`config.mk`:
```
export PLATFORM = sky130hd
export DESIGN_NAME = gp3n_mac
export DESIGN_NICKNAME = d
export VERILOG_FILES = /design/src/gp3n_pkg.sv /design/src/gp3n_mac.sv
export SDC_FILE = /design/constraint.sdc
export NUM_CORES = 2
export LEC_CHECK = 0
export BUFFER_PORTS_ARGS = -buffer_cell sky130_fd_sc_hd__buf_2
export CORE_MARGIN = 10
export CORE_UTILIZATION = 64
export CTS_CLUSTER_DIAMETER = 60
export DETAILED_ROUTE_END_ITERATION = 6
export HOLD_SLACK_MARGIN = 0.03
export PLACE_DENSITY = 0.94
export SYNTH_ARGS = -nofsm -noshare
export SYNTH_HDL_FRONTEND = slang
export SYNTH_SLANG_ARGS = --single-unit
```
`constraint.sdc`:
```
create_clock -name clk -period 5.3 [get_ports clk]
set_input_delay 1.06 -clock clk [delete_from_list [all_inputs] [get_ports clk]]
set_output_delay 1.06 -clock clk [all_outputs]
set_load 0.005 [all_outputs]
```
`src/gp3n_pkg.sv`:
```
// Shared types, constants and arithmetic helpers for the 3D grid prolongation block.
`timescale 1ns / 1ps
package gp3n_pkg;

	// Geometry
	localparam int IMAGES    = 4;
	localparam int DIM_MAX   = 64;
	localparam int TAPS      = 2 * IMAGES;
	localparam int PAD       = DIM_MAX + 2 * IMAGES;
	localparam int PLANE     = PAD * PAD;
	localparam int TAP_W     = $clog2(TAPS);
	localparam int POS_W     = $clog2(PAD + 1);
	localparam int ADDR_W    = $clog2(TAPS * PLANE);
	localparam int AX_DEPTH  = TAPS * TAPS;
	localparam int AX_W      = $clog2(AX_DEPTH);

	// Field and datapath widths
	localparam int SIZE_W    = 7;
	localparam int FINE_W    = 7;
	localparam int SMP_W     = 16;
	localparam int COEF_W    = 16;
	localparam int VAL_W     = 32;
	localparam int PROD_W    = COEF_W + VAL_W;
	localparam int ACC_W     = PROD_W + $clog2(TAPS) + 1;
	localparam int CONTRIB_W = 48;
	localparam int ODD_N     = 12;
	localparam int ODD_W     = ODD_N * COEF_W;

	// Register port
	localparam int CFG_W     = 64;
	localparam int REG_N     = 8;
	localparam int REG_IDX_W = $clog2(REG_N);
	localparam int PADDR_W   = REG_IDX_W + 3;

	typedef enum logic [REG_IDX_W-1:0] {
		REG_EVEN     = 3'd0,
		REG_ODD_LOW  = 3'd1,
		REG_ODD_MID  = 3'd2,
		REG_ODD_HIGH = 3'd3,
		REG_SCALE    = 3'd4,
		REG_SIZE_X   = 3'd5,
		REG_SIZE_Y   = 3'd6,
		REG_SIZE_Z   = 3'd7
	} reg_idx_t;

	typedef enum logic [1:0] {
		DEST_AX  = 2'd0,
		DEST_BY  = 2'd1,
		DEST_OUT = 2'd2
	} dest_t;

	typedef enum logic [1:0] {
		SRC_PLANE = 2'd0,
		SRC_AX    = 2'd1,
		SRC_BY    = 2'd2
	} src_t;

	typedef struct packed {
		logic signed [SMP_W-1:0] sample_re;
		logic signed [SMP_W-1:0] sample_im;
	} sample_t;

	typedef struct packed {
		logic [FINE_W-1:0]    fine_x;
		logic [FINE_W-1:0]    fine_y;
		logic [FINE_W-1:0]    fine_z;
		logic [CONTRIB_W-1:0] contribution;
		logic                 run_last;
	} point_t;

	// One tap operation issued by the sequencer
	typedef struct packed {
		logic                     valid;
		src_t                     src;
		logic [TAP_W-1:0]         plane;
		logic [POS_W-1:0]         row;
		logic [POS_W-1:0]         col;
		logic [AX_W-1:0]          ax_addr;
		logic [TAP_W-1:0]         by_idx;
		logic signed [COEF_W-1:0] coeff;
		logic                     first;
		logic                     last;
		dest_t                    dest;
		logic [AX_W-1:0]          dest_idx;
	} seq_op_t;

	// Operands into the multiply-accumulate unit
	typedef struct packed {
		logic                     valid;
		logic                     first;
		logic                     last;
		dest_t                    dest;
		logic [AX_W-1:0]          dest_idx;
		logic signed [COEF_W-1:0] coeff;
		logic signed [VAL_W-1:0]  re;
		logic signed [VAL_W-1:0]  im;
	} mac_op_t;

	typedef struct packed {
		logic                    valid;
		dest_t                   dest;
		logic [AX_W-1:0]         dest_idx;
		logic signed [VAL_W-1:0] re;
		logic signed [VAL_W-1:0] im;
	} mac_res_t;

	typedef struct packed {
		logic idle;
		logic xpass;
		logic ypass;
		logic zwait;
	} seq_stat_t;

	typedef struct packed {
		logic [FINE_W-1:0] fine_x;
		logic [FINE_W-1:0] fine_y;
		logic [FINE_W-1:0] fine_z;
		logic              run_last;
	} pt_tag_t;

	// Coefficient of tap k for the even or odd phase
	function automatic logic signed [COEF_W-1:0] coeff_sel(
		input logic                     phase,
		input logic [TAP_W-1:0]         k,
		input logic signed [COEF_W-1:0] even,
		input logic [ODD_W-1:0]         odd
	);
		logic signed [COEF_W-1:0] r;
		if (!phase) begin
			r = (k == TAP_W'(IMAGES - 1)) ? even : '0;
		end else begin
			r = odd[COEF_W * int'(k) +: COEF_W];
		end
		return r;
	endfunction

	// Round half up from 29 to 15 fractional bits, saturate to 32 bits
	function automatic logic signed [VAL_W-1:0] round_sat(input logic signed [ACC_W-1:0] v);
		logic signed [ACC_W:0] w;
		logic signed [ACC_W:0] r;
		logic signed [VAL_W-1:0] o;
		w = (ACC_W + 1)'(v) + (ACC_W + 1)'(8192);
		r = w >>> 14;
		if ((&r[ACC_W:VAL_W-1]) || !(|r[ACC_W:VAL_W-1])) begin
			o = r[VAL_W-1:0];
		end else if (r[ACC_W]) begin
			o = {1'b1, {(VAL_W - 1){1'b0}}};
		end else begin
			o = {1'b0, {(VAL_W - 1){1'b1}}};
		end
		return o;
	endfunction

endpackage

```
`src/gp3n_mac.sv`:
```
// Dual-lane multiply-accumulate unit with rounding and saturation, shared by all passes.
`timescale 1ns / 1ps
module gp3n_mac (
	input  logic               clk,
	input  logic               arst_n,
	input  gp3n_pkg::mac_op_t  op,
	output gp3n_pkg::mac_res_t res,
	output logic               busy
);

	logic                                 v_s2;
	logic                                 first_s2;
	logic                                 last_s2;
	gp3n_pkg::dest_t                      dest_s2;
	logic [gp3n_pkg::AX_W-1:0]            idx_s2;
	logic signed [gp3n_pkg::PROD_W-1:0]   prod_re_s2;
	logic signed [gp3n_pkg::PROD_W-1:0]   prod_im_s2;

	logic                                 v_s3;
	gp3n_pkg::dest_t                      dest_s3;
	logic [gp3n_pkg::AX_W-1:0]            idx_s3;
	logic signed [gp3n_pkg::ACC_W-1:0]    acc_re_s3;
	logic signed [gp3n_pkg::ACC_W-1:0]    acc_im_s3;

	logic                                 v_s4;
	gp3n_pkg::dest_t                      dest_s4;
	logic [gp3n_pkg::AX_W-1:0]            idx_s4;
	logic signed [gp3n_pkg::VAL_W-1:0]    re_s4;
	logic signed [gp3n_pkg::VAL_W-1:0]    im_s4;

	// Track which stages hold work
	always_ff @(posedge clk or negedge arst_n) begin
		if (!arst_n) begin
			v_s2 <= 1'b0;
			v_s3 <= 1'b0;
			v_s4 <= 1'b0;
		end else begin
			v_s2 <= op.valid;
			v_s3 <= v_s2 && last_s2;
			v_s4 <= v_s3;
		end
	end

	// Multiply coefficient by both lanes
	always_ff @(posedge clk) begin
		if (op.valid) begin
			first_s2   <= op.first;
			last_s2    <= op.last;
			dest_s2    <= op.dest;
			idx_s2     <= op.dest_idx;
			prod_re_s2 <= gp3n_pkg::PROD_W'(op.coeff) * gp3n_pkg::PROD_W'(op.re);
			prod_im_s2 <= gp3n_pkg::PROD_W'(op.coeff) * gp3n_pkg::PROD_W'(op.im);
		end
	end

	// Accumulate, restart on the first tap of a sum
	always_ff @(posedge clk) begin
		if (v_s2) begin
			dest_s3 <= dest_s2;
			idx_s3  <= idx_s2;
			if (first_s2) begin
				acc_re_s3 <= gp3n_pkg::ACC_W'(prod_re_s2);
				acc_im_s3 <= gp3n_pkg::ACC_W'(prod_im_s2);
			end else begin
				acc_re_s3 <= acc_re_s3 + gp3n_pkg::ACC_W'(prod_re_s2);
				acc_im_s3 <= acc_im_s3 + gp3n_pkg::ACC_W'(prod_im_s2);
			end
		end
	end

	// Round and saturate a finished sum
	always_ff @(posedge clk) begin
		if (v_s3) begin
			dest_s4 <= dest_s3;
			idx_s4  <= idx_s3;
			re_s4   <= gp3n_pkg::round_sat(acc_re_s3);
			im_s4   <= gp3n_pkg::round_sat(acc_im_s3);
		end
	end

	assign res.valid    = v_s4;
	assign res.dest     = dest_s4;
	assign res.dest_idx = idx_s4;
	assign res.re       = re_s4;
	assign res.im       = im_s4;
	assign busy         = v_s2 || v_s3 || v_s4;

endmodule

```
==> results by group, run 1 <==
Run status
  – Status: stopped before the end
  – Stopped at: global routing (5_1_grt)
  – Error: [ERROR GRT-0232] Routing congestion too high. Check the congestion heatmap in the GUI.

STA
  – Worst_ep kind: register data pin
  – Worst endpoint after global-route timing repair: prod_re_s2[45]$_DFFE_PP_/D

Global routing
  – GRT Util Overall: 69.2%
  – Largest net degree at the start of global routing: about 200
  – Grt ovf: 328

Clock tree
  – H-tree depth: 1
  – Num CTS Buffers: 31
  – CTS Buffer Depth: 3
  – CTS Root Cell: clkbuf_16
  – CTS Sinks: between 200 and 300
  – Cts hold-fix bufs: 0

Synthesis
  – Mapped cell area: approximately 0.053 mm²
  – Syn Inst Count: 5711
  – Post-synth EDFFs: 290
  – Syn_area_per_cell: between 9 and 10 µm²
  – Seq cells post-synth: ~300
  – Net Count, Synth: roughly 7000
  – Yosys cell types: 92
  – Predominant post-synthesis flop cell: edfxtp_1
  – Seq/Total Area, Yosys: 16.6%
  – Ys async rst share: 1.02%
  – Total number of yosys warnings: 0

Floorplanning
  – Die X: approximately 310 µm
  – Cell Rows: about 110
  – Starting density of the core: between 60 and 70%
  – IO Pins: 167
  – Die Ht: roughly 310 µm

Placement
  – GPL Wtd Cong: 1.01
  – IO Port Bufs: about 170
  – DPL Wire Length: 132000 µm
  – Setup WS pre-CTS: -2.44 ns
-- Yosys cell counts (38+ instances only) --
library cell,instances,area share [%]
fa_1,974,37
o21ai_0,141,1.3
inv_1,1155,8.2
clkbuf_1,228,1.6
o21ai_1,61,0.58
nor2_1,175,1.2
nand3_1,76,0.72
xnor2_1,139,2.3
a21o_1,108,1.5
xor2_1,118,1.9
a21oi_1,218,2.1
nand2_1,789,5.6
and2_1,423,5.0
nand4_1,39,0.46
edfxtp_1,290,16
and3_1,38,0.45
ha_1,332,7.8
-- metal layers --
metal	GRT usage, %	GRT overflow
met1	66.9	32
met2	80.8	141
met3	65.0	32
met4	61.4	119
met5	46.0	4
-- through the flow --
stage	hold WS, ns	util [%]	cell area, µm²	cells
4_1_cts	0.217	75.6	62100	7365
3_3_place_gp	0.401	72.3	59300	7244
2_1_floorplan	0.400	-	54100	5711
3_5_place_dp	0.406	72.3	59300	7244
-- cells by family after synthesis --
family	after synthesis	synth area share, %
AND/OR/NAND/NOR	1673	15.2
AO/OA/AOI/OAI	775	9.33
multiplexers	6	0.120
flip-flops	293	16.6
XOR/XNOR	257	4.24
buffers and inverters	1401	10.0
adder cells (fa/ha/maj)	1306	44.6
-- timing repair --
action,CTS
buffers inserted,59
cloned,7
pin swaps,130
endpoints found under the setup margin,77
gates resized for setup,248
==> run 2, diff against run 1 <==
- CORE_UTILIZATION: 64 -> 40
- CTS_CLUSTER_DIAMETER: 60 -> unset
- HOLD_SLACK_MARGIN: 0.03 -> unset
- PLACE_DENSITY: 0.94 -> unset
- PLACE_DENSITY_LB_ADDON: unset -> 0.15
==> run 2 against run 1 <==
  * The flow now finishes, with violations (setup timing)
  * Synthesized area unchanged
  * Synthesized cell count did not move
==> results by group, run 2 <==
Run status
  – Status: finished, violations left
  – Failing checks: setup timing

STA
  – Final min period: ~6.8 ns
  – Fmax: 148 MHz
  – Relative slew margins: roughly a quarter
  – Setup WS post-layout: -1.45 ns
  – Period utilization: 127%
  – Max Slew Vio Count: 0
  – Final setup fails: 75
  – RSZ-0062 raised after global routing: yes
  – Hold Fails Final Rpt: 0
  – Clock Skews: about 0.017 ns
  – Worst-Margin Slew: roughly 1.1 ns

Final layout
  – Commonest non-fill, non-tap cell in the layout: inv_1
  – Most frequent cells in the layout: inv_1, fa_1, nand2_1
  – Area Growth Syn to Fin: 22.1%
  – Finished Cell Area: 0.0648 mm²
  – Biggest regs: acc_im_s3 (52), acc_re_s3 (52)
  – Layout cells sized above 1: 20.5%
  – Fillers: 12469
  – Final net count: just under 8000

Job
  – Maxcap violations: 0

Synthesis
  – Synth top cells by count: inv_1, fa_1, nand2_1, and2_1, ha_1
  – Yosys cell types: just over 90
  – Top-count cell post-synth: inv_1
  – Ys async rst share: 1.02%
  – Predominant post-synthesis flop cell: edfxtp_1
  – Ranking of synthesized cells by area: fa_1, edfxtp_1, inv_1
  – Yosys top cell area share: between 30% and 40%
  – Seq cells post-synth: approximately 300
  – Largest area contributor in the netlist: fa_1
  – Syn Inst Count: 5711
  – Post-synth EDFFs: 290
  – Syn_area_per_cell: between 9 and 10 µm²
  – Net Count, Synth: 7110
  – Seq/Total Area, Yosys: between 10% and 20%
  – Total number of yosys warnings: 0
  – Mapped cell area: 0.0531 mm²

Detailed routing
  – Total Wirelength: around 150000 µm
  – DRT Pass-1 Iters: 5
  – Via Count: ~40000
  – Via density: between 4 and 5
  – Antenna-violating nets left: 0
  – Residual DRC: 0
  – Routed len/inst: roughly 18 µm
  – Initial DRC Count: about 2000

Clock tree
  – CTS tree: done
  – H-tree depth: 2
  – CTS Root Cell: clkbuf_16
  – Num CTS Buffers: 34
  – Cts hold-fix bufs: 0
  – CTS Sinks: 293
  – CTS Buffer Depth: 3
  – Clock-pin slew on the worst setup and hold paths: around 0.06 ns
  – Clock Latency Late Sink: between 0.5 and 0.6 ns

Global routing
  – Vias in the first global route: roughly 43000
  – Largest net degree at the start of global routing: 201
  – GRT Util Overall: 19.9%
  – Grt ovf: 0
  – First-pass GRT wire length: approximately 240000 µm
  – Initial antenna violation count: 22

Floorplanning
  – Core area: 0.132 mm²
  – Die area: around 0.15 mm²
  – Die X: between 300 and 400 µm
  – Cell Rows: between 100 and 150
  – Die Ht: around 380 µm
  – Starting density of the core: around 40%
  – IO Pins: between 150 and 200

Critical path
  – Worst EP required: 5.60 ns
  – CP arrival: between 7 and 8 ns
  – Most used cell, CP: fa_1
  – CP endpoint kind: register
  – CP bufs+invs: 8
  – Delay-heaviest family, CP: adder cells
  – Origin of the critical flop-to-flop path: prod_im_s2[0]
  – Slowest CP cell: fa_1
  – Worst Setup Start Kind: input port
  – Crit path launch: op[70]
  – Setup CP Type: input port to register
  – Crit-path max FO: 8
  – CP peak stage delay: about 0.56 ns

Placement
  – GPL Wtd Cong: ~0.88
  – Area post-placement: 0.0606 mm²
  – IO Port Bufs: between 150 and 200
  – DPL Wire Length: approximately 120000 µm

Min path
  – Hold Path Class: input port to async pin
==> run 2: cell counts after synthesis <==
Identical to the previous run, type by type.
==> run 2: kinds of logic after synthesis <==
family          count (synthesis)  share of synthesized area [%]
compound gates                775                           9.33
xor+xnor                      257                           4.24
fa+ha+maj                    1306                           44.6
buf+inv                      1401                           10.0
flops                         293                           16.6
mux                             6                          0.120
simple gates                 1673                           15.2
==> run 2: what timing repair did <==
action | 4_1_cts | 5_1_grt
pin swaps | 181 | 187
resized for setup | 353 | 175
setup endpoints to repair | 77 | 77
setup buffers | 52 | 40
gates cloned | 17 | 2
==> run 2: per-stage QoR <==
step	hold WS, ns	setup TNS (ns)	utilization [%]	instances	worst slack (ns)
after floorplan	0.400	-72.18	-	5711	-1.61
after global placement	0.402	-123.39	46.0	7978	-2.20
after detailed placement	0.408	-126.06	46.0	7978	-2.24
after CTS	0.250	-61.99	48.7	8096	-1.35
after global routing	0.270	-84.76	49.2	8117	-1.61
final	0.293	-72.93	49.2	8121	-1.45
==> run 2: final timing paths <==
kind | slack, ns | to | depth (start not counted)
worst max register to register | 1.45 | acc_im_s3[48] | 14
max in group asynchronous | 4.89 | v_s3 | 1
worst max-delay path | -1.45 | prod_im_s2[43] | 27
worst min register to register | 0.42 | idx_s4[0] | 0
worst min-delay path | 0.29 | v_s2 | 1
min in group clk | 0.42 | idx_s4[0] | 0
==> run 2: cell type report <==
cell class,count,area (µm²),share of cell area [%]
clock buffer,43,946,1.46
tap,1755,2200,3.39
clock inverter,16,144,0.222
sequential,293,8790,13.6
timing repair buffer,833,7350,11.3
multi-input combinational,4017,41000,63.3
inverter,1156,4350,6.71
antenna,8,20.0,0.0309
==> run 2: worst register-to-register path: cells and delay by family, from the launching register on <==
kind / cells / cell delay, ns
buf+inv: 1 / 0.06
xor+xnor: 1 / 0.20
compound gates: 9 / 2.18
flops: 1 / 0.35
fa+ha+maj: 2 / 0.60
simple gates: 1 / 0.18
==> run 2: layer usage <==
layer,track usage [%],part of all wire [%],vias up,wire (µm)
li1,-,-,19026,-
met1,28.9,47,20503,70200
met2,32.8,46,785,68400
met3,1.80,4.8,121,7170
met4,3.28,1.6,8,2350
met5,0,0.026,-,38
Power of run 2 is left out: the tool's default activity adds up to more than one toggle a clock period on the data nets, which glitch-free logic cannot reach.
