### src/gp3n_pkg.sv
// Shared types, constants and arithmetic helpers for the 3D grid prolongation block.
`timescale 1ns / 1ps
package gp3n_pkg;

	// Geometry
	localparam int IMAGES    = 4;
	localparam int DIM_MAX   = 64;
	localparam int TAPS      = 2 * IMAGES;
	localparam int PAD       = DIM_MAX + 2 * IMAGES;
	localparam int PLANE     = PAD * PAD;
	localparam int TAP_W     = $clog2(TAPS);
	localparam int POS_W     = $clog2(PAD + 1);
	localparam int ADDR_W    = $clog2(TAPS * PLANE);
	localparam int AX_DEPTH  = TAPS * TAPS;
	localparam int AX_W      = $clog2(AX_DEPTH);

	// Field and datapath widths
	localparam int SIZE_W    = 7;
	localparam int FINE_W    = 7;
	localparam int SMP_W     = 16;
	localparam int COEF_W    = 16;
	localparam int VAL_W     = 32;
	localparam int PROD_W    = COEF_W + VAL_W;
	localparam int ACC_W     = PROD_W + $clog2(TAPS) + 1;
	localparam int CONTRIB_W = 48;
	localparam int ODD_N     = 12;
	localparam int ODD_W     = ODD_N * COEF_W;

	// Register port
	localparam int CFG_W     = 64;
	localparam int REG_N     = 8;
	localparam int REG_IDX_W = $clog2(REG_N);
	localparam int PADDR_W   = REG_IDX_W + 3;

	typedef enum logic [REG_IDX_W-1:0] {
		REG_EVEN     = 3'd0,
		REG_ODD_LOW  = 3'd1,
		REG_ODD_MID  = 3'd2,
		REG_ODD_HIGH = 3'd3,
		REG_SCALE    = 3'd4,
		REG_SIZE_X   = 3'd5,
		REG_SIZE_Y   = 3'd6,
		REG_SIZE_Z   = 3'd7
	} reg_idx_t;

	typedef enum logic [1:0] {
		DEST_AX  = 2'd0,
		DEST_BY  = 2'd1,
		DEST_OUT = 2'd2
	} dest_t;

	typedef enum logic [1:0] {
		SRC_PLANE = 2'd0,
		SRC_AX    = 2'd1,
		SRC_BY    = 2'd2
	} src_t;

	typedef struct packed {
		logic signed [SMP_W-1:0] sample_re;
		logic signed [SMP_W-1:0] sample_im;
	} sample_t;

	typedef struct packed {
		logic [FINE_W-1:0]    fine_x;
		logic [FINE_W-1:0]    fine_y;
		logic [FINE_W-1:0]    fine_z;
		logic [CONTRIB_W-1:0] contribution;
		logic                 run_last;
	} point_t;

	// One tap operation issued by the sequencer
	typedef struct packed {
		logic                     valid;
		src_t                     src;
		logic [TAP_W-1:0]         plane;
		logic [POS_W-1:0]         row;
		logic [POS_W-1:0]         col;
		logic [AX_W-1:0]          ax_addr;
		logic [TAP_W-1:0]         by_idx;
		logic signed [COEF_W-1:0] coeff;
		logic                     first;
		logic                     last;
		dest_t                    dest;
		logic [AX_W-1:0]          dest_idx;
	} seq_op_t;

	// Operands into the multiply-accumulate unit
	typedef struct packed {
		logic                     valid;
		logic                     first;
		logic                     last;
		dest_t                    dest;
		logic [AX_W-1:0]          dest_idx;
		logic signed [COEF_W-1:0] coeff;
		logic signed [VAL_W-1:0]  re;
		logic signed [VAL_W-1:0]  im;
	} mac_op_t;

	typedef struct packed {
		logic                    valid;
		dest_t                   dest;
		logic [AX_W-1:0]         dest_idx;
		logic signed [VAL_W-1:0] re;
		logic signed [VAL_W-1:0] im;
	} mac_res_t;

	typedef struct packed {
		logic idle;
		logic xpass;
		logic ypass;
		logic zwait;
	} seq_stat_t;

	typedef struct packed {
		logic [FINE_W-1:0] fine_x;
		logic [FINE_W-1:0] fine_y;
		logic [FINE_W-1:0] fine_z;
		logic              run_last;
	} pt_tag_t;

	// Coefficient of tap k for the even or odd phase
	function automatic logic signed [COEF_W-1:0] coeff_sel(
		input logic                     phase,
		input logic [TAP_W-1:0]         k,
		input logic signed [COEF_W-1:0] even,
		input logic [ODD_W-1:0]         odd
	);
		logic signed [COEF_W-1:0] r;
		if (!phase) begin
			r = (k == TAP_W'(IMAGES - 1)) ? even : '0;
		end else begin
			r = odd[COEF_W * int'(k) +: COEF_W];
		end
		return r;
	endfunction

	// Round half up from 29 to 15 fractional bits, saturate to 32 bits
	function automatic logic signed [VAL_W-1:0] round_sat(input logic signed [ACC_W-1:0] v);
		logic signed [ACC_W:0] w;
		logic signed [ACC_W:0] r;
		logic signed [VAL_W-1:0] o;
		w = (ACC_W + 1)'(v) + (ACC_W + 1)'(8192);
		r = w >>> 14;
		if ((&r[ACC_W:VAL_W-1]) || !(|r[ACC_W:VAL_W-1])) begin
			o = r[VAL_W-1:0];
		end else if (r[ACC_W]) begin
			o = {1'b1, {(VAL_W - 1){1'b0}}};
		end else begin
			o = {1'b0, {(VAL_W - 1){1'b1}}};
		end
		return o;
	endfunction

endpackage

### src/gp3n_norm.sv
// Scaled squared magnitude unit built around one shared 33x33 multiplier.
`timescale 1ns / 1ps
module gp3n_norm (
	input  logic                              clk,
	input  logic                              arst_n,
	input  logic                              start,
	input  logic signed [gp3n_pkg::VAL_W-1:0] re,
	input  logic signed [gp3n_pkg::VAL_W-1:0] im,
	input  logic [31:0]                       scale,
	input  gp3n_pkg::pt_tag_t                 tag,
	input  logic                              out_free,
	output logic                              load,
	output gp3n_pkg::point_t                  item
);

	localparam int MUL_W  = 33;
	localparam int SUM_W  = gp3n_pkg::CONTRIB_W + 4;

	typedef enum logic [7:0] {
		N_IDLE = 8'b0000_0001,
		N_RR   = 8'b0000_0010,
		N_II   = 8'b0000_0100,
		N_SUM  = 8'b0000_1000,
		N_LO   = 8'b0001_0000,
		N_HI   = 8'b0010_0000,
		N_FIN  = 8'b0100_0000,
		N_HOLD = 8'b1000_0000
	} norm_st_t;

	norm_st_t                          st_q;
	logic signed [gp3n_pkg::VAL_W-1:0] re_q;
	logic signed [gp3n_pkg::VAL_W-1:0] im_q;
	gp3n_pkg::pt_tag_t                 tag_q;
	logic [63:0]                       prod_q;
	logic [63:0]                       mag_q;
	logic [63:0]                       plo_q;
	logic [gp3n_pkg::CONTRIB_W-1:0]    contrib_q;

	logic signed [MUL_W-1:0]           mul_a;
	logic signed [MUL_W-1:0]           mul_b;
	logic signed [2*MUL_W-1:0]         mul_p;
	logic [SUM_W-1:0]                  sum;

	// Select multiplier operands for the current step
	always_comb begin
		mul_a = '0;
		mul_b = '0;
		case (st_q)
			N_RR: begin
				mul_a = {re_q[gp3n_pkg::VAL_W-1], re_q};
				mul_b = {re_q[gp3n_pkg::VAL_W-1], re_q};
			end
			N_II: begin
				mul_a = {im_q[gp3n_pkg::VAL_W-1], im_q};
				mul_b = {im_q[gp3n_pkg::VAL_W-1], im_q};
			end
			N_LO: begin
				mul_a = {1'b0, mag_q[31:0]};
				mul_b = {1'b0, scale};
			end
			N_HI: begin
				mul_a = {1'b0, mag_q[63:32]};
				mul_b = {1'b0, scale};
			end
			default: begin
				mul_a = '0;
				mul_b = '0;
			end
		endcase
	end

	assign mul_p = mul_a * mul_b;

	// Combine the high and low partial products with rounding
	assign sum = SUM_W'({prod_q[29:0], 18'b0}) + SUM_W'(plo_q >> 14) + SUM_W'(plo_q[13]);

	always_ff @(posedge clk or negedge arst_n) begin
		if (!arst_n) begin
			st_q <= N_IDLE;
		end else begin
			case (st_q)
				N_IDLE:  if (start) st_q <= N_RR;
				N_RR:    st_q <= N_II;
				N_II:    st_q <= N_SUM;
				N_SUM:   st_q <= N_LO;
				N_LO:    st_q <= N_HI;
				N_HI:    st_q <= N_FIN;
				N_FIN:   st_q <= N_HOLD;
				N_HOLD:  if (out_free) st_q <= N_IDLE;
				default: st_q <= N_IDLE;
			endcase
		end
	end

	// Datapath registers
	always_ff @(posedge clk) begin
		if (st_q == N_IDLE && start) begin
			re_q  <= re;
			im_q  <= im;
			tag_q <= tag;
		end
		if (st_q == N_RR || st_q == N_II || st_q == N_LO || st_q == N_HI) begin
			prod_q <= mul_p[63:0];
		end
		if (st_q == N_II) mag_q <= prod_q;
		if (st_q == N_SUM) mag_q <= mag_q + prod_q;
		if (st_q == N_HI) plo_q <= prod_q;
		if (st_q == N_FIN) begin
			if (prod_q >= 64'd1073741824 || sum[SUM_W-1:gp3n_pkg::CONTRIB_W] != '0) begin
				contrib_q <= '1;
			end else begin
				contrib_q <= sum[gp3n_pkg::CONTRIB_W-1:0];
			end
		end
	end

	assign load              = (st_q == N_HOLD) && out_free;
	assign item.fine_x       = tag_q.fine_x;
	assign item.fine_y       = tag_q.fine_y;
	assign item.fine_z       = tag_q.fine_z;
	assign item.contribution = contrib_q;
	assign item.run_last     = tag_q.run_last;

endmodule

### config.mk
export PLATFORM = sky130hd
export DESIGN_NAME = gp3n_norm
export DESIGN_NICKNAME = d
export VERILOG_FILES = /design/src/gp3n_pkg.sv /design/src/gp3n_norm.sv
export SDC_FILE = /design/constraint.sdc
export NUM_CORES = 2
export LEC_CHECK = 0
export BUFFER_PORTS_ARGS = -buffer_cell sky130_fd_sc_hd__buf_2
export CAP_MARGIN = 20
export CORE_AREA = 3 3 372 374
export CTS_CLUSTER_DIAMETER = 200
export CTS_CLUSTER_SIZE = 24
export DETAILED_ROUTE_END_ITERATION = 16
export DIE_AREA = 0 0 375 377
export PLACE_DENSITY = 0.57
export SLEW_MARGIN = 20
export SYNTH_ARGS = -nofsm -noshare
export SYNTH_HDL_FRONTEND = slang
export SYNTH_SLANG_ARGS = --single-unit
### constraint.sdc
create_clock -name clk -period 13.4 [get_ports clk]
set_input_delay 2.68 -clock clk [delete_from_list [all_inputs] [get_ports clk]]
set_output_delay 2.68 -clock clk [all_outputs]
set_load 0.02 [all_outputs]
=== Word-level counts from Yosys, hierarchy flattened ===
Index checks and enable logic that the tools add are counted.

* Add/subtract/negate cells: 3
* Multiply operators: 1
* Magnitude comparators: 1
* Equality and inequality tests: 10
* Multiplexer cells: 7
* Reductions and logical operators: 10

{| class="wikitable"
|+ Operator list
! operator !! count
|-
| one-hot mux 33 bit (4 select lines) || 1
|-
| 2-to-1 mux 64 bit || 2
|-
| one-hot mux 33 bit (3 select lines) || 1
|-
| adder 64 bit || 1
|-
| >= comparator 64 x 31 -> 1 bit (second input constant) || 1
|-
| multiplier 33 x 33 -> 64 bit || 1
|-
| one-hot mux 8 bit (8 select lines) || 1
|-
| adder 51 x 1 -> 52 bit || 1
|-
| adder 48 x 50 -> 51 bit || 1
|-
| 2-to-1 mux 8 bit || 2
|-
| equality test 8 x 1 -> 1 bit (second input constant) || 1
|-
| equality test 8 x 2 -> 1 bit (second input constant) || 1
|-
| equality test 8 x 3 -> 1 bit (second input constant) || 1
|-
| equality test 8 x 4 -> 1 bit (second input constant) || 1
|-
| equality test 8 x 5 -> 1 bit (second input constant) || 1
|-
| equality test 8 x 6 -> 1 bit (second input constant) || 1
|-
| equality test 8 x 7 -> 1 bit (second input constant) || 1
|-
| equality test 8 bit (second input constant) || 1
|-
| logical OR 1 bit || 4
|-
| inequality test 2 bit (second input constant) || 2
|-
| nonzero test 4 bit || 1
|-
| logical AND 1 bit || 2
|-
| AND reduction 2 bit || 1
|-
| nonzero test 2 bit || 1
|-
| OR reduction 2 bit || 1
|}

* Register bits: 334
* Input port bits: 122
* Logic and storage cells: 43

=== Logic depth before layout (Yosys ltp) ===
* Depth after elaboration: 4
* Mapped depth: 39
* Gate-level depth less buffers: 35

=== Least setup slack after synthesis ===
Ideal clock, no wire load.

* Kind: flip-flop to flip-flop
* From: register st_q[1]
* To: register prod_q[62], data pin
* Setup time: 0.262 ns
* Arrival time: 10.612 ns
* Data required time: 13.138 ns
* Setup slack: 2.527 ns
* Cell stages (with the launch flop): 34
* Cells stage by stage: dfrtp_1 nor2_1 nand2_1 nor3_1 nor3b_1 clkbuf_1 buf_1 a221o_1 clkbuf_1 nand2_1 fa_1 fa_1 inv_1 fa_1 inv_1 fa_1 inv_1 fa_1 fa_1 fa_1 inv_1 fa_1 inv_1 ha_1 and3_1 nand4_1 nor3_1 a211oi_1 a2111oi_2 o21ai_0 a211o_1 nor4b_1 a211oi_1 xnor2_1

* Cells in the longest elaborated chain, start to end: 4
* Elaborated cells on any way between the ends: 8
* Those cells by class: mul (1); eq/ne (4); mux (2); reduce/logical (1)

{| class="wikitable"
|+ RTL lines
! element !! RTL line !! source
|-
| from (decl) || gp3n_norm.sv:30 || <nowiki>norm_st_t st_q;</nowiki>
|-
| from (signal assigned) || gp3n_norm.sv:79 || <nowiki>st_q <= N_IDLE;</nowiki>
|-
| from (signal assigned) || gp3n_norm.sv:82 || <nowiki>N_IDLE: if (start) st_q <= N_RR;</nowiki>
|-
| from (signal assigned) || gp3n_norm.sv:83 || <nowiki>N_RR: st_q <= N_II;</nowiki>
|-
| equality test 8 x 5 -> 1 bit or equality test 8 x 6 -> 1 bit (tied branches) || gp3n_norm.sv:48 || <nowiki>case (st_q)</nowiki>
|-
| OR reduction 2 bit (no source line) || n/a ||
|-
| one-hot mux 33 bit (3 select lines) || gp3n_norm.sv:48 ||
|-
| multiplier 33 x 33 -> 64 bit * || gp3n_norm.sv:72 || <nowiki>assign mul_p = mul_a * mul_b;</nowiki>
|-
| via mul_p[62] || gp3n_norm.sv:41 || <nowiki>logic signed [2*MUL_W-1:0] mul_p;</nowiki>
|-
| to (signal assigned) || gp3n_norm.sv:103 || <nowiki>prod_q <= mul_p[63:0];</nowiki>
|-
| to (decl) || gp3n_norm.sv:34 || <nowiki>logic [63:0] prod_q;</nowiki>
|}

The timed path passes the listed nets; every way through them passes the cells marked *.
A chain may end at the register's enable or synchronous reset.

=== Final worst setup path ===
* From: register st_q[0]
* To: register prod_q[63], data pin

Same word-level chain as after synthesis.

==> impl_metrics.env <==
export IMPL_initial_core_util=0.3987
export IMPL_crit_family="adder cells"
export IMPL_grt_pass1_wl_mm=278.1
export IMPL_slew_violations=0
export IMPL_drt_iter0_drc=3984
export IMPL_clk_latency_ns=0.54
export IMPL_vias_per_cell=5.464
export IMPL_pwr_density_cell_nw_per_um2=104.8
export IMPL_postRouteWirelength_mm=186.2
export IMPL_hpwl_mm=152.6
export IMPL_cts_max_level=1
export IMPL_cts_buffer_depth=3
export IMPL_crit_path_end_kind="flip-flop"
export IMPL_syn2layout_area_growth_pct=7.567
export IMPL_cts_hold_buf=0
export IMPL_layout_drive_gt1_share=0.07493
export IMPL_slowest_delay_ns=1.01
export IMPL_cts_sinks=321
export IMPL_crit_fanout=42
export IMPL_die_w_microns=375
export IMPL_max_freq_mhz=85.37
export IMPL_firstDrtPassIters=9
export IMPL_seq_area_frac_synth=0.1780
export IMPL_cts_made_buffers=17
export IMPL_leakagePower_nw=27.57
export IMPL_place_inst=7470
export IMPL_synthesis_nets=7171
export IMPL_postSynthAreaPerCell_sq_um=9.604
export IMPL_yosysWarningCount=0
export IMPL_whs_ns=0.5885
export IMPL_finalSetupViolations=0
export IMPL_period_minus_slack_ns=11.71
export IMPL_final_hold_violation_count=0
export IMPL_reg2reg_depth=31
export IMPL_ys_ff_latch=321
export IMPL_cts_setup_buffers=0
export IMPL_slowest_stage="a21o_1"
export IMPL_p_total_mw=6.083
export IMPL_synthFlopType="edfxtp_1"
export IMPL_final_cells=7499
export IMPL_grt_max_degree=112
export IMPL_tightest_slew_ns=1.193
export IMPL_ctsResizeCount=0
export IMPL_area_sequential_sq_um=9600
export IMPL_slew_headroom=0.2045
export IMPL_routedWlPerCell_microns=24.83
export IMPL_cp_common_cell="fa_1"
export IMPL_tns_ns=0
export IMPL_drc=0
export IMPL_overflow=0
export IMPL_fillCellCount=13290
export IMPL_synth_cell_type_count=74
export IMPL_vdd_drop_max_mv=0.08629
export IMPL_cts_tree="yes"
export IMPL_clockRootBuffer="clkbuf_16"
export IMPL_crit_buf_inv=5
export IMPL_finalClockSkew_ns=0.03501
export IMPL_antenna_found_initial=15
export IMPL_placed_cell_area_sq_um=57540
export IMPL_grt_util_all_layers=0.2663
export IMPL_required_ns=13.65
export IMPL_core_sq_um=135300
export IMPL_synthArstFlopShare=0.02492
export IMPL_clk_pin_slew_ns=0.11
export IMPL_hp_class="flip-flop to flip-flop"
export IMPL_grt_pass1_vias=42620
export IMPL_crit_cells=31
export IMPL_cap_violations=0
export IMPL_fin_ws_ns=1.686
export IMPL_rsz0062_at_grt="false"
export IMPL_criticalPathCategory="flip-flop to flip-flop"
export IMPL_ant_nets=0
export IMPL_chipHeight_microns=377
export IMPL_crit_path_start_kind="flip-flop"
export IMPL_pre_cts_ws_ns=1.808
export IMPL_io_buffer_count=192
export IMPL_num_rows=135
export IMPL_layout_nets=7263
export IMPL_syn_area_sq_um=53940
export IMPL_hold_path_cell_count=0
export IMPL_final_core_utilization=0.4288
export IMPL_gp_congestion=0.9746
export IMPL_postLayoutCellArea_sq_um=58020
export IMPL_multi_input_area_sq_um=39460
export IMPL_outcome="finished, final reports clean"
export IMPL_synth_edff_count=313
export IMPL_vias=40980
export IMPL_netlist_instances=5616
export IMPL_ff2ff_setup_slack_ns=1.69
export IMPL_arrival_ns=11.97
export IMPL_dieArea_sq_um=141400
export IMPL_fin_crit_sh=0.8742
export IMPL_ioPinCount=193
## synthesized netlist by cell type, drive strengths merged (12+ instances only)
library cell | instances | area [sq um]
nor3b | 14 | 110.1
nor2b | 17 | 106.4
inv | 1126 | 4227
nand4 | 34 | 212.7
a211oi | 13 | 97.59
xor2 | 73 | 639.4
ha | 307 | 3841
and2 | 15 | 93.84
nand2 | 723 | 2714
o21a | 16 | 120.1
nor2 | 659 | 2474
edfxtp | 313 | 9399
o21ai | 150 | 750.7
xnor2 | 98 | 858.3
nand3 | 42 | 210.2
a221oi | 30 | 262.8
fa | 1126 | 22540
a21o | 129 | 968.4
a31oi | 14 | 93.84
nand2b | 24 | 150.1
buf | 21 | 112.6
nor4 | 12 | 75.07
o21bai | 23 | 172.7
a221o | 33 | 330.3
nor3 | 26 | 130.1
and3 | 17 | 106.4
a21oi | 181 | 909.6
a22o | 30 | 262.8
clkbuf | 238 | 893.4
## layer usage
metal  global-route usage  part of all wire  vias up
li1                     -                 -    17550
met3              0.05407             0.093      383
met2               0.4265              0.46     1854
met5                    0                 0        -
met1               0.3539              0.40    21190
met4               0.1097             0.050        0
## registers in the layout, summed over array words and instances, names as in the netlist
register,count
plo_q,51
re_q,32
prod_q,64
mag_q,64
im_q,32
contrib_q,48
st_q,8
item,22
## power breakdown
| group | internal, mW | switching (mW) | total, mW |
|---|---|---|---|
| clock network | 0.238 | 0.329 | 0.567 |
| logic | 1.26 | 2.68 | 3.94 |
| registers | 1.37 | 0.213 | 1.58 |
## final timing paths
| check | from | endpoint |
|---|---|---|
| worst min register to register | prod_q[61] | plo_q[61] |
| worst min-delay path | prod_q[61] | plo_q[61] |
| worst max-delay path | st_q[0] | prod_q[63] |
| worst max register to register | st_q[0] | prod_q[63] |
| min in group asynchronous | arst_n | st_q[4] |
| max in group asynchronous | arst_n | st_q[0] |
## layout make-up
type                       count  area share
inverter                    1128     0.07298
clock inverter                 1   0.0002803
tap                         1781     0.03841
clock buffer                  22    0.007656
multi-input combinational   3908      0.6801
timing repair buffer         332     0.03489
antenna                        6   0.0002588
sequential                   321      0.1655
## cell usage in the layout (no fill, tap or decap), types with 6 or more instances in the layout
cell type | netlist | final
inv_1 | 1126 | 1126
fa_1 | 1126 | 1126
nand2_1 | 723 | 723
nor2_1 | 659 | 657
edfxtp_1 | 313 | 313
ha_1 | 307 | 307
buf_2 | 3 | 192
a21oi_1 | 180 | 166
o21ai_0 | 144 | 144
buf_4 | 0 | 139
a21o_1 | 129 | 127
xnor2_1 | 98 | 98
xor2_1 | 73 | 73
nand3_1 | 42 | 42
nand4_1 | 34 | 34
a22o_1 | 30 | 30
a221o_1 | 33 | 30
nor3_1 | 26 | 26
nand2b_1 | 24 | 23
o21bai_1 | 23 | 23
a221oi_2 | 0 | 22
and3_1 | 17 | 17
clkbuf_16 | 0 | 17
o21a_1 | 16 | 16
nor2b_1 | 17 | 16
and2_1 | 14 | 14
a21oi_2 | 1 | 13
a211oi_1 | 13 | 13
a31oi_1 | 13 | 13
nor4_1 | 12 | 12
nor3b_1 | 13 | 9
a211o_1 | 8 | 8
o211ai_1 | 8 | 8
a22oi_1 | 7 | 7
o31ai_1 | 7 | 7
dfrtp_1 | 7 | 7
diode_2 | 0 | 6
a221oi_4 | 0 | 6
o21ai_1 | 6 | 6
## cell families after synthesis
group                    after synthesis  synth area share
AO/OA/AOI/OAI                        685           0.08409
buffers and inverters               1387           0.09715
flip-flops                           321            0.1780
multiplexers                           7          0.001392
XOR/XNOR                             171           0.02777
adder cells (fa/ha/maj)             1433            0.4891
AND/OR/NAND/NOR                     1612            0.1225
No activity file was read; power rests on OpenSTA's default activity.
