File: config.mk
export PLATFORM = sky130hd
export DESIGN_NAME = gp3n_seq
export DESIGN_NICKNAME = d
export VERILOG_FILES = /design/src/gp3n_pkg.sv /design/src/gp3n_seq.sv
export SDC_FILE = /design/constraint.sdc
export NUM_CORES = 1
export LEC_CHECK = 0
export BUFFER_PORTS_ARGS = -buffer_cell sky130_fd_sc_hd__buf_2
export CORE_AREA = 8 8 122 124
export DETAILED_ROUTE_END_ITERATION = 10
export DIE_AREA = 0 0 130 132
export HOLD_SLACK_MARGIN = 0.15
export PLACE_DENSITY = 0.66
export SYNTH_ARGS = -nofsm -noshare
export SYNTH_HDL_FRONTEND = slang
export SYNTH_SLANG_ARGS = --single-unit
File: constraint.sdc
create_clock -name clk -period 4 [get_ports clk]
set_input_delay 0.2 -clock clk [delete_from_list [all_inputs] [get_ports clk]]
set_output_delay 0.2 -clock clk [all_outputs]
set_load 0.05 [all_outputs]
File: src/gp3n_pkg.sv
// Shared types, constants and arithmetic helpers for the 3D grid prolongation block.
`timescale 1ns / 1ps
package gp3n_pkg;

	// Geometry
	localparam int IMAGES    = 4;
	localparam int DIM_MAX   = 64;
	localparam int TAPS      = 2 * IMAGES;
	localparam int PAD       = DIM_MAX + 2 * IMAGES;
	localparam int PLANE     = PAD * PAD;
	localparam int TAP_W     = $clog2(TAPS);
	localparam int POS_W     = $clog2(PAD + 1);
	localparam int ADDR_W    = $clog2(TAPS * PLANE);
	localparam int AX_DEPTH  = TAPS * TAPS;
	localparam int AX_W      = $clog2(AX_DEPTH);

	// Field and datapath widths
	localparam int SIZE_W    = 7;
	localparam int FINE_W    = 7;
	localparam int SMP_W     = 16;
	localparam int COEF_W    = 16;
	localparam int VAL_W     = 32;
	localparam int PROD_W    = COEF_W + VAL_W;
	localparam int ACC_W     = PROD_W + $clog2(TAPS) + 1;
	localparam int CONTRIB_W = 48;
	localparam int ODD_N     = 12;
	localparam int ODD_W     = ODD_N * COEF_W;

	// Register port
	localparam int CFG_W     = 64;
	localparam int REG_N     = 8;
	localparam int REG_IDX_W = $clog2(REG_N);
	localparam int PADDR_W   = REG_IDX_W + 3;

	typedef enum logic [REG_IDX_W-1:0] {
		REG_EVEN     = 3'd0,
		REG_ODD_LOW  = 3'd1,
		REG_ODD_MID  = 3'd2,
		REG_ODD_HIGH = 3'd3,
		REG_SCALE    = 3'd4,
		REG_SIZE_X   = 3'd5,
		REG_SIZE_Y   = 3'd6,
		REG_SIZE_Z   = 3'd7
	} reg_idx_t;

	typedef enum logic [1:0] {
		DEST_AX  = 2'd0,
		DEST_BY  = 2'd1,
		DEST_OUT = 2'd2
	} dest_t;

	typedef enum logic [1:0] {
		SRC_PLANE = 2'd0,
		SRC_AX    = 2'd1,
		SRC_BY    = 2'd2
	} src_t;

	typedef struct packed {
		logic signed [SMP_W-1:0] sample_re;
		logic signed [SMP_W-1:0] sample_im;
	} sample_t;

	typedef struct packed {
		logic [FINE_W-1:0]    fine_x;
		logic [FINE_W-1:0]    fine_y;
		logic [FINE_W-1:0]    fine_z;
		logic [CONTRIB_W-1:0] contribution;
		logic                 run_last;
	} point_t;

	// One tap operation issued by the sequencer
	typedef struct packed {
		logic                     valid;
		src_t                     src;
		logic [TAP_W-1:0]         plane;
		logic [POS_W-1:0]         row;
		logic [POS_W-1:0]         col;
		logic [AX_W-1:0]          ax_addr;
		logic [TAP_W-1:0]         by_idx;
		logic signed [COEF_W-1:0] coeff;
		logic                     first;
		logic                     last;
		dest_t                    dest;
		logic [AX_W-1:0]          dest_idx;
	} seq_op_t;

	// Operands into the multiply-accumulate unit
	typedef struct packed {
		logic                     valid;
		logic                     first;
		logic                     last;
		dest_t                    dest;
		logic [AX_W-1:0]          dest_idx;
		logic signed [COEF_W-1:0] coeff;
		logic signed [VAL_W-1:0]  re;
		logic signed [VAL_W-1:0]  im;
	} mac_op_t;

	typedef struct packed {
		logic                    valid;
		dest_t                   dest;
		logic [AX_W-1:0]         dest_idx;
		logic signed [VAL_W-1:0] re;
		logic signed [VAL_W-1:0] im;
	} mac_res_t;

	typedef struct packed {
		logic idle;
		logic xpass;
		logic ypass;
		logic zwait;
	} seq_stat_t;

	typedef struct packed {
		logic [FINE_W-1:0] fine_x;
		logic [FINE_W-1:0] fine_y;
		logic [FINE_W-1:0] fine_z;
		logic              run_last;
	} pt_tag_t;

	// Coefficient of tap k for the even or odd phase
	function automatic logic signed [COEF_W-1:0] coeff_sel(
		input logic                     phase,
		input logic [TAP_W-1:0]         k,
		input logic signed [COEF_W-1:0] even,
		input logic [ODD_W-1:0]         odd
	);
		logic signed [COEF_W-1:0] r;
		if (!phase) begin
			r = (k == TAP_W'(IMAGES - 1)) ? even : '0;
		end else begin
			r = odd[COEF_W * int'(k) +: COEF_W];
		end
		return r;
	endfunction

	// Round half up from 29 to 15 fractional bits, saturate to 32 bits
	function automatic logic signed [VAL_W-1:0] round_sat(input logic signed [ACC_W-1:0] v);
		logic signed [ACC_W:0] w;
		logic signed [ACC_W:0] r;
		logic signed [VAL_W-1:0] o;
		w = (ACC_W + 1)'(v) + (ACC_W + 1)'(8192);
		r = w >>> 14;
		if ((&r[ACC_W:VAL_W-1]) || !(|r[ACC_W:VAL_W-1])) begin
			o = r[VAL_W-1:0];
		end else if (r[ACC_W]) begin
			o = {1'b1, {(VAL_W - 1){1'b0}}};
		end else begin
			o = {1'b0, {(VAL_W - 1){1'b1}}};
		end
		return o;
	endfunction

endpackage

File: src/gp3n_seq.sv
// Sequencer that walks the x, y and z filter passes of one coarse cell tap by tap.
`timescale 1ns / 1ps
module gp3n_seq (
	input  logic                                clk,
	input  logic                                arst_n,
	input  logic                                start,
	input  logic [gp3n_pkg::TAP_W-1:0]          pbase,
	input  logic [gp3n_pkg::POS_W-1:0]          rbase,
	input  logic [gp3n_pkg::POS_W-1:0]          cbase,
	input  logic [gp3n_pkg::POS_W-1:0]          cx,
	input  logic [gp3n_pkg::POS_W-1:0]          cy,
	input  logic [gp3n_pkg::POS_W-1:0]          cz,
	input  logic signed [gp3n_pkg::COEF_W-1:0]  even,
	input  logic [gp3n_pkg::ODD_W-1:0]          odd,
	input  logic                                drain_busy,
	input  logic                                norm_done,
	output gp3n_pkg::seq_op_t                   op,
	output gp3n_pkg::pt_tag_t                   tag,
	output gp3n_pkg::seq_stat_t                 stat
);

	localparam logic [gp3n_pkg::TAP_W-1:0] LAST = gp3n_pkg::TAP_W'(gp3n_pkg::TAPS - 1);

	typedef enum logic [6:0] {
		ST_IDLE = 7'b000_0001,
		ST_XP   = 7'b000_0010,
		ST_XD   = 7'b000_0100,
		ST_YP   = 7'b000_1000,
		ST_YD   = 7'b001_0000,
		ST_ZP   = 7'b010_0000,
		ST_ZW   = 7'b100_0000
	} seq_st_t;

	seq_st_t                    st_q;
	logic                       fx_q;
	logic                       fy_q;
	logic                       fz_q;
	logic [gp3n_pkg::TAP_W-1:0] a_q;
	logic [gp3n_pkg::TAP_W-1:0] b_q;
	logic [gp3n_pkg::TAP_W-1:0] k_q;
	logic [gp3n_pkg::TAP_W:0]   psum;

	always_ff @(posedge clk or negedge arst_n) begin
		if (!arst_n) begin
			st_q <= ST_IDLE;
			fx_q <= 1'b0;
			fy_q <= 1'b0;
			fz_q <= 1'b0;
			a_q  <= '0;
			b_q  <= '0;
			k_q  <= '0;
		end else begin
			case (st_q)
				ST_IDLE: begin
					if (start) begin
						st_q <= ST_XP;
						fx_q <= 1'b0;
						fy_q <= 1'b0;
						fz_q <= 1'b0;
						a_q  <= '0;
						b_q  <= '0;
						k_q  <= '0;
					end
				end
				// Tap k over window row a, column b
				ST_XP: begin
					k_q <= (k_q == LAST) ? '0 : k_q + 1'b1;
					if (k_q == LAST) begin
						b_q <= (b_q == LAST) ? '0 : b_q + 1'b1;
						if (b_q == LAST) begin
							a_q <= (a_q == LAST) ? '0 : a_q + 1'b1;
							if (a_q == LAST) st_q <= ST_XD;
						end
					end
				end
				ST_XD: begin
					if (!drain_busy) st_q <= ST_YP;
				end
				ST_YP: begin
					k_q <= (k_q == LAST) ? '0 : k_q + 1'b1;
					if (k_q == LAST) begin
						b_q <= (b_q == LAST) ? '0 : b_q + 1'b1;
						if (b_q == LAST) st_q <= ST_YD;
					end
				end
				ST_YD: begin
					if (!drain_busy) st_q <= ST_ZP;
				end
				ST_ZP: begin
					k_q <= (k_q == LAST) ? '0 : k_q + 1'b1;
					if (k_q == LAST) st_q <= ST_ZW;
				end
				// Advance the phase counters once the point has left
				ST_ZW: begin
					if (norm_done) begin
						if (!fz_q) begin
							fz_q <= 1'b1;
							st_q <= ST_ZP;
						end else begin
							fz_q <= 1'b0;
							if (!fy_q) begin
								fy_q <= 1'b1;
								st_q <= ST_YP;
							end else begin
								fy_q <= 1'b0;
								if (!fx_q) begin
									fx_q <= 1'b1;
									st_q <= ST_XP;
								end else begin
									fx_q <= 1'b0;
									st_q <= ST_IDLE;
								end
							end
						end
					end
				end
				default: st_q <= ST_IDLE;
			endcase
		end
	end

	// Ring index of the x-plane for tap k
	assign psum = {1'b0, pbase} + {1'b0, k_q};

	// Build the tap operation of the current step
	always_comb begin
		op       = '0;
		op.first = (k_q == '0);
		op.last  = (k_q == LAST);
		op.plane = (psum >= (gp3n_pkg::TAP_W + 1)'(gp3n_pkg::TAPS))
			? gp3n_pkg::TAP_W'(psum - (gp3n_pkg::TAP_W + 1)'(gp3n_pkg::TAPS))
			: psum[gp3n_pkg::TAP_W-1:0];
		op.row   = rbase + gp3n_pkg::POS_W'(a_q);
		op.col   = cbase + gp3n_pkg::POS_W'(b_q);
		op.by_idx = k_q;
		case (st_q)
			ST_XP: begin
				op.valid    = 1'b1;
				op.src      = gp3n_pkg::SRC_PLANE;
				op.coeff    = gp3n_pkg::coeff_sel(fx_q, k_q, even, odd);
				op.dest     = gp3n_pkg::DEST_AX;
				op.dest_idx = gp3n_pkg::AX_W'(int'(a_q) * gp3n_pkg::TAPS + int'(b_q));
			end
			ST_YP: begin
				op.valid    = 1'b1;
				op.src      = gp3n_pkg::SRC_AX;
				op.ax_addr  = gp3n_pkg::AX_W'(int'(k_q) * gp3n_pkg::TAPS + int'(b_q));
				op.coeff    = gp3n_pkg::coeff_sel(fy_q, k_q, even, odd);
				op.dest     = gp3n_pkg::DEST_BY;
				op.dest_idx = gp3n_pkg::AX_W'(b_q);
			end
			ST_ZP: begin
				op.valid    = 1'b1;
				op.src      = gp3n_pkg::SRC_BY;
				op.coeff    = gp3n_pkg::coeff_sel(fz_q, k_q, even, odd);
				op.dest     = gp3n_pkg::DEST_OUT;
			end
			default: begin
				op.valid = 1'b0;
			end
		endcase
	end

	assign tag.fine_x   = gp3n_pkg::FINE_W'({cx, fx_q});
	assign tag.fine_y   = gp3n_pkg::FINE_W'({cy, fy_q});
	assign tag.fine_z   = gp3n_pkg::FINE_W'({cz, fz_q});
	assign tag.run_last = fx_q && fy_q && fz_q;

	assign stat.idle  = (st_q == ST_IDLE);
	assign stat.xpass = (st_q == ST_XP) || (st_q == ST_XD);
	assign stat.ypass = (st_q == ST_YP) || (st_q == ST_YD);
	assign stat.zwait = (st_q == ST_ZW);

endmodule

# Word level (Yosys, flattened, before mapping)
# Cells that the tools add are included.
[word_totals] reg_bits=19 in_bits=251
[op_classes] addsub=9 magnitude_cmp=1 n_eq_ne=24 n_shift=1 muxes=47 reduce_logical=18
[ops] cell="variable part select 192 x 8 -> 16 bit" n=1
[ops] cell="two-way mux 7 bit" n=10
[ops] cell="two-way mux 16 bit" n=4
[ops] cell="case mux 7 bit (7 select lines)" n=1
[ops] cell="case mux 16 bit (3 select lines)" n=1
[ops] cell="two-way mux 3 bit" n=8
[ops] cell="!= test 2 bit (second input constant)" n=10
[ops] cell="case mux 3 bit (2 select lines)" n=3
[ops] cell="adder 7 x 3 -> 7 bit" n=2
[ops] cell="adder 6 x 3 -> 6 bit" n=2
[ops] cell="two-way mux 6 bit" n=2
[ops] cell="case mux 6 bit (2 select lines)" n=1
[ops] cell="two-way mux 1 bit" n=11
[ops] cell="AND reduction 10 bit" n=1
[ops] cell="adder 3 x 1 -> 3 bit (second input constant)" n=3
[ops] cell="equality test 3 bit (second input constant)" n=3
[ops] cell="AND reduction 4 bit" n=2
[ops] cell="nonzero test 2 bit" n=4
[ops] cell="equality test 7 x 1 -> 1 bit (second input constant)" n=1
[ops] cell="equality test 7 x 2 -> 1 bit (second input constant)" n=1
[ops] cell="equality test 7 x 3 -> 1 bit (second input constant)" n=1
[ops] cell="equality test 7 x 4 -> 1 bit (second input constant)" n=1
[ops] cell="equality test 7 x 5 -> 1 bit (second input constant)" n=1
[ops] cell="equality test 7 x 6 -> 1 bit (second input constant)" n=1
[ops] cell="18 further kinds" n=25

# Logic depth before layout (Yosys ltp)
[depth] depth_word=5 ltp_mapped=10 depth_no_buf=7

# Worst setup path before layout
# OpenSTA, ideal clock, no wires.
[synth_path] path_kind="register to output" from="reg k_q[0] (netlist bit)" to="out op[32] (netlist bit)" t_arrival_ps=2762 path_slack_ps=1038 stages_incl_launch_ff=5 n_path_buf=2 path_cell_list="dfrtp_1 -> clkbuf_1 -> buf_1 -> inv_1 -> nor3_1"
[synth_rtl] element="from (decl)" line="gp3n_seq.sv:40" source="logic [gp3n_pkg::TAP_W-1:0] k_q;"
[synth_rtl] element="from (signal assigned)" line="gp3n_seq.sv:67" source="k_q <= (k_q == LAST) ? '0 : k_q + 1'b1;"
[synth_rtl] element="from (signal assigned)" line="gp3n_seq.sv:80" source="k_q <= (k_q == LAST) ? '0 : k_q + 1'b1;"
[synth_rtl] element="from (signal assigned)" line="gp3n_seq.sv:90" source="k_q <= (k_q == LAST) ? '0 : k_q + 1'b1;"
[synth_rtl] element="to (decl)" line="gp3n_seq.sv:17" source="output gp3n_pkg::seq_op_t op,"

==> qor.csv <==
stage;metric;value;unit
worst_setup_path;CP required;3.80;ns
die;die width;130;um
worst_setup_path;Reg2Reg Depth;7;
route;vias;3250;
worst_setup_path;CP cell instances;or3_1 -> or3_1 -> o22a_1 -> nor2b_2 -> buf_4 -> o2bb2ai_2 -> buf_2;
grt;global-route wire length before repair;18900;um
power;combinational share of power;73.9;%
die;die area;17200;um2
synthesis;Syn Inst Count;305;
route;drt pass-1 iters;4;
worst_setup_path;flop2flop setup slack;1.58;ns
route;drt wl/cell;18.4;um
timing;Worst Skew;0.00500;ns
route;drt total wl;12400;um
worst_setup_path;CP Launch Type;flip-flop;
synthesis;post-synthesis sequential area ratio;15.5;%
die;core area;13000;um2
placement;Post-DP Area;4160;um2
worst_setup_path;critical path class;flip-flop to primary output;
worst_setup_path;most frequent CP cell;or3_1;
cells_and_area;ant diodes;0;
hold_path;worst hold stages;2;
route;Initial DRC Count;171;
synthesis;FFs w/ async S/R, synth;100;%
worst_setup_path;critical register-to-register path startpoint;k_q[0];
clock_network;CTS root buf;clkbuf_16;
synthesis;Post-synth EDFFs;0;
timing;# setup viols final;0;
power;worst vdd ir;0.156;mV
placement;Final GP Congestion;0.825;
clock_network;CTS tree;yes;
power;Pwr Density;490;nW/um2
grt;vias in the first global route;3494;
power;Clock power frac;10.2;%
grt;GRT Total Usage;13.8;%
timing;Slew HR;25.9;%
grt;largest net degree at the start of global routing;37;
worst_setup_path;CP endpoint;op[18];
timing;final cycle utilization of the critical path;84.1;%
timing;RSZ-0062 raised after global routing;false;
cells_and_area;area of the multi-input gates;2240;um2
flow_run;maxcap violations;0;
power;internal power;986;uW
status;outcome;completed;
synthesis;synth warn;0;
cells_and_area;layout cells sized above 1;57.5;%
power;P_leak;0.00223;uW
route;DRC violations left;0;
timing;Worst Max-Slew Pin Slew;1.11;ns
synthesis;synthesized area;3080;um2
cells_and_area;Area Growth Syn to Fin;37.7;%
die;Die H;132;um
route;Via density;4.84;
synthesis;syn_nets;574;
synthesis;flops & latches, synth;19;
worst_setup_path;worst reg2reg path endpoint;st_q[1];
grt;initial antenna violation count;0;
synthesis;library cells used by synthesis;54;
grt;gr ovfl total;0;
worst_setup_path;Max stage delay on crit path;0.54;ns
worst_setup_path;CP max stage cell;or3_1;
timing;Final Hold Vio Count;0;
synthesis;top_reg_cell synth;dfrtp_1;
synthesis;syn_area_per_cell;10.1;um2
die;Boundary Pins;332;
clock_network;H-tree depth;1;
timing;Fmax;297;MHz
clock_network;clock sink count;19;
clock_network;worst-case clock buffer depth;2;
worst_setup_path;Critical path origin;st_q[2];
hold_path;type of the tightest min-delay check;input pin to flip-flop;
clock_network;setup bufs post-CTS;0;
power;switching power total;1090;uW
timing;Max Slew Vio Count;0;
cells_and_area;Reg area;478;um2
cells_and_area;fillcell total;1381;
power;Flop pwr share;15.9;%
die;row cnt;42;
cells_and_area;final instance area;4240;um2
clock_network;clock-pin slew on the worst setup and hold paths;0.06;ns
clock_network;CTS Buf Count;3;
cells_and_area;nets;766;
worst_setup_path;crit-path max FO;10;
die;Starting Density;23.7;%
timing;minimum clock period;3.36;ns
power;switch share;52.6;%
worst_setup_path;crit end category;primary output;
route;ANT nets after route;0;
placement;DP HPWL;10500;um
placement;IO buf count;228;
clock_network;worst skew pair latency;0.26;ns
worst_setup_path;CP Data Arrival Time;3.16;ns
timing;setup TNS;0;ns
[cell type report]
type                       instances  share of cell area, %
sequential                        19                   11.3
timing repair buffer             232                   27.7
tap                              176                   5.19
inverter                          15                   1.33
clock buffer                       4                   1.86
multi-input combinational        226                   52.7
[power groups by stage]
stage	clock (uW)	combinational (uW)	sequential (uW)
detailed placement	0	1550	338
finish	212	1540	331
floorplan	0	1280	310
global route	219	1660	348
CTS	216	1560	336
global placement	0	1530	340
[worst max-delay path, delay by kind of cell, from the launching register on]
kind	cells	cell delay, ns
AO/OA/AOI/OAI	2	0.35
flip-flops	1	0.43
AND/OR/NAND/NOR	3	1.54
buffers and inverters	2	0.58
[through the flow]
stage               hold slack (ns)  utilization, %  std cells  total power (uW)  setup WS (ns)
floorplan                   -0.0956               -        305              1590           1.04
global placement              0.176            32.0        667              1870          0.870
global route                  0.241            32.7        672              2230          0.462
finish                        0.211            32.7        672              2080          0.638
CTS                           0.210            32.7        672              2110          0.596
detailed placement            0.180            32.0        667              1890          0.885
[cell families after synthesis]
family,share of synthesized area [%]
compound gates,17.0
xor+xnor,3.98
fa+ha+maj,8.04
buf+inv,12.1
flops,15.5
mux,30.0
simple gates,13.5
[cell usage in the layout, fill, tap and decap left out, types with 4 or more instances in the layout]
| cell type | count |
|---|---|
| buf_2 | 228 |
| mux4_2 | 32 |
| nand2_1 | 22 |
| mux2i_1 | 18 |
| dfrtp_1 | 17 |
| ha_1 | 15 |
| inv_1 | 14 |
| nor2_1 | 12 |
| xnor2_1 | 10 |
| o2bb2ai_2 | 10 |
| o21ai_0 | 9 |
| and2_1 | 9 |
| nor3_1 | 7 |
| o2bb2ai_1 | 7 |
| a21o_1 | 5 |
| a21oi_1 | 5 |
| nor2b_1 | 5 |
| nand2b_1 | 5 |
| nand3_1 | 5 |
| a22o_1 | 5 |
| xor2_1 | 4 |
| o22ai_1 | 4 |
[registers in the layout (all words and copies together), names as in the netlist]
register,cells
st_q,7
fy_q,1
a_q,3
b_q,3
k_q,3
fx_q,1
fz_q,1
[metal layers]
layer / vias to the layer above / part of all wire, % / global-route usage (%)
met4: 0 / 1.3 / 2.91
li1: 1520 / - / -
met2: 145 / 51 / 24.7
met1: 1569 / 39 / 15.8
met5: - / 0 / 0
met3: 16 / 8.5 / 4.09
[synthesized netlist by cell type, types with 7 or more instances]
cell / number / share of area [%]
inv_1: 14 / 1.7
nor3_1: 7 / 1.1
o21ai_0: 9 / 1.5
and2_1: 9 / 1.8
clkbuf_1: 9 / 1.1
o2bb2ai_2: 10 / 4.9
mux4_2: 32 / 23
buf_4: 23 / 5.6
dfrtp_1: 18 / 15
xnor2_1: 10 / 2.8
nor2_1: 12 / 1.5
nand2_1: 22 / 2.7
ha_1: 15 / 6.1
mux2i_1: 18 / 5.8
o2bb2ai_1: 7 / 2.0
[what timing repair did]
action / in CTS / in global routing
setup endpoints to repair: 0 / 0
hold endpoints to repair: 18 / 0
hold buffers: 1 / 0
resized for setup: 0 / 0
[worst min path at each step]
| stage | start | end | slack (ns) |
|---|---|---|---|
| floorplan | arst_n | a_q[0] | -0.1 |
| global placement | arst_n | st_q[4] | 0.18 |
| detailed placement | arst_n | st_q[4] | 0.18 |
| CTS | norm_done | st_q[6] | 0.21 |
| global route | norm_done | st_q[6] | 0.24 |
| finish | norm_done | st_q[6] | 0.21 |
Power figures use the tool's default switching activity.
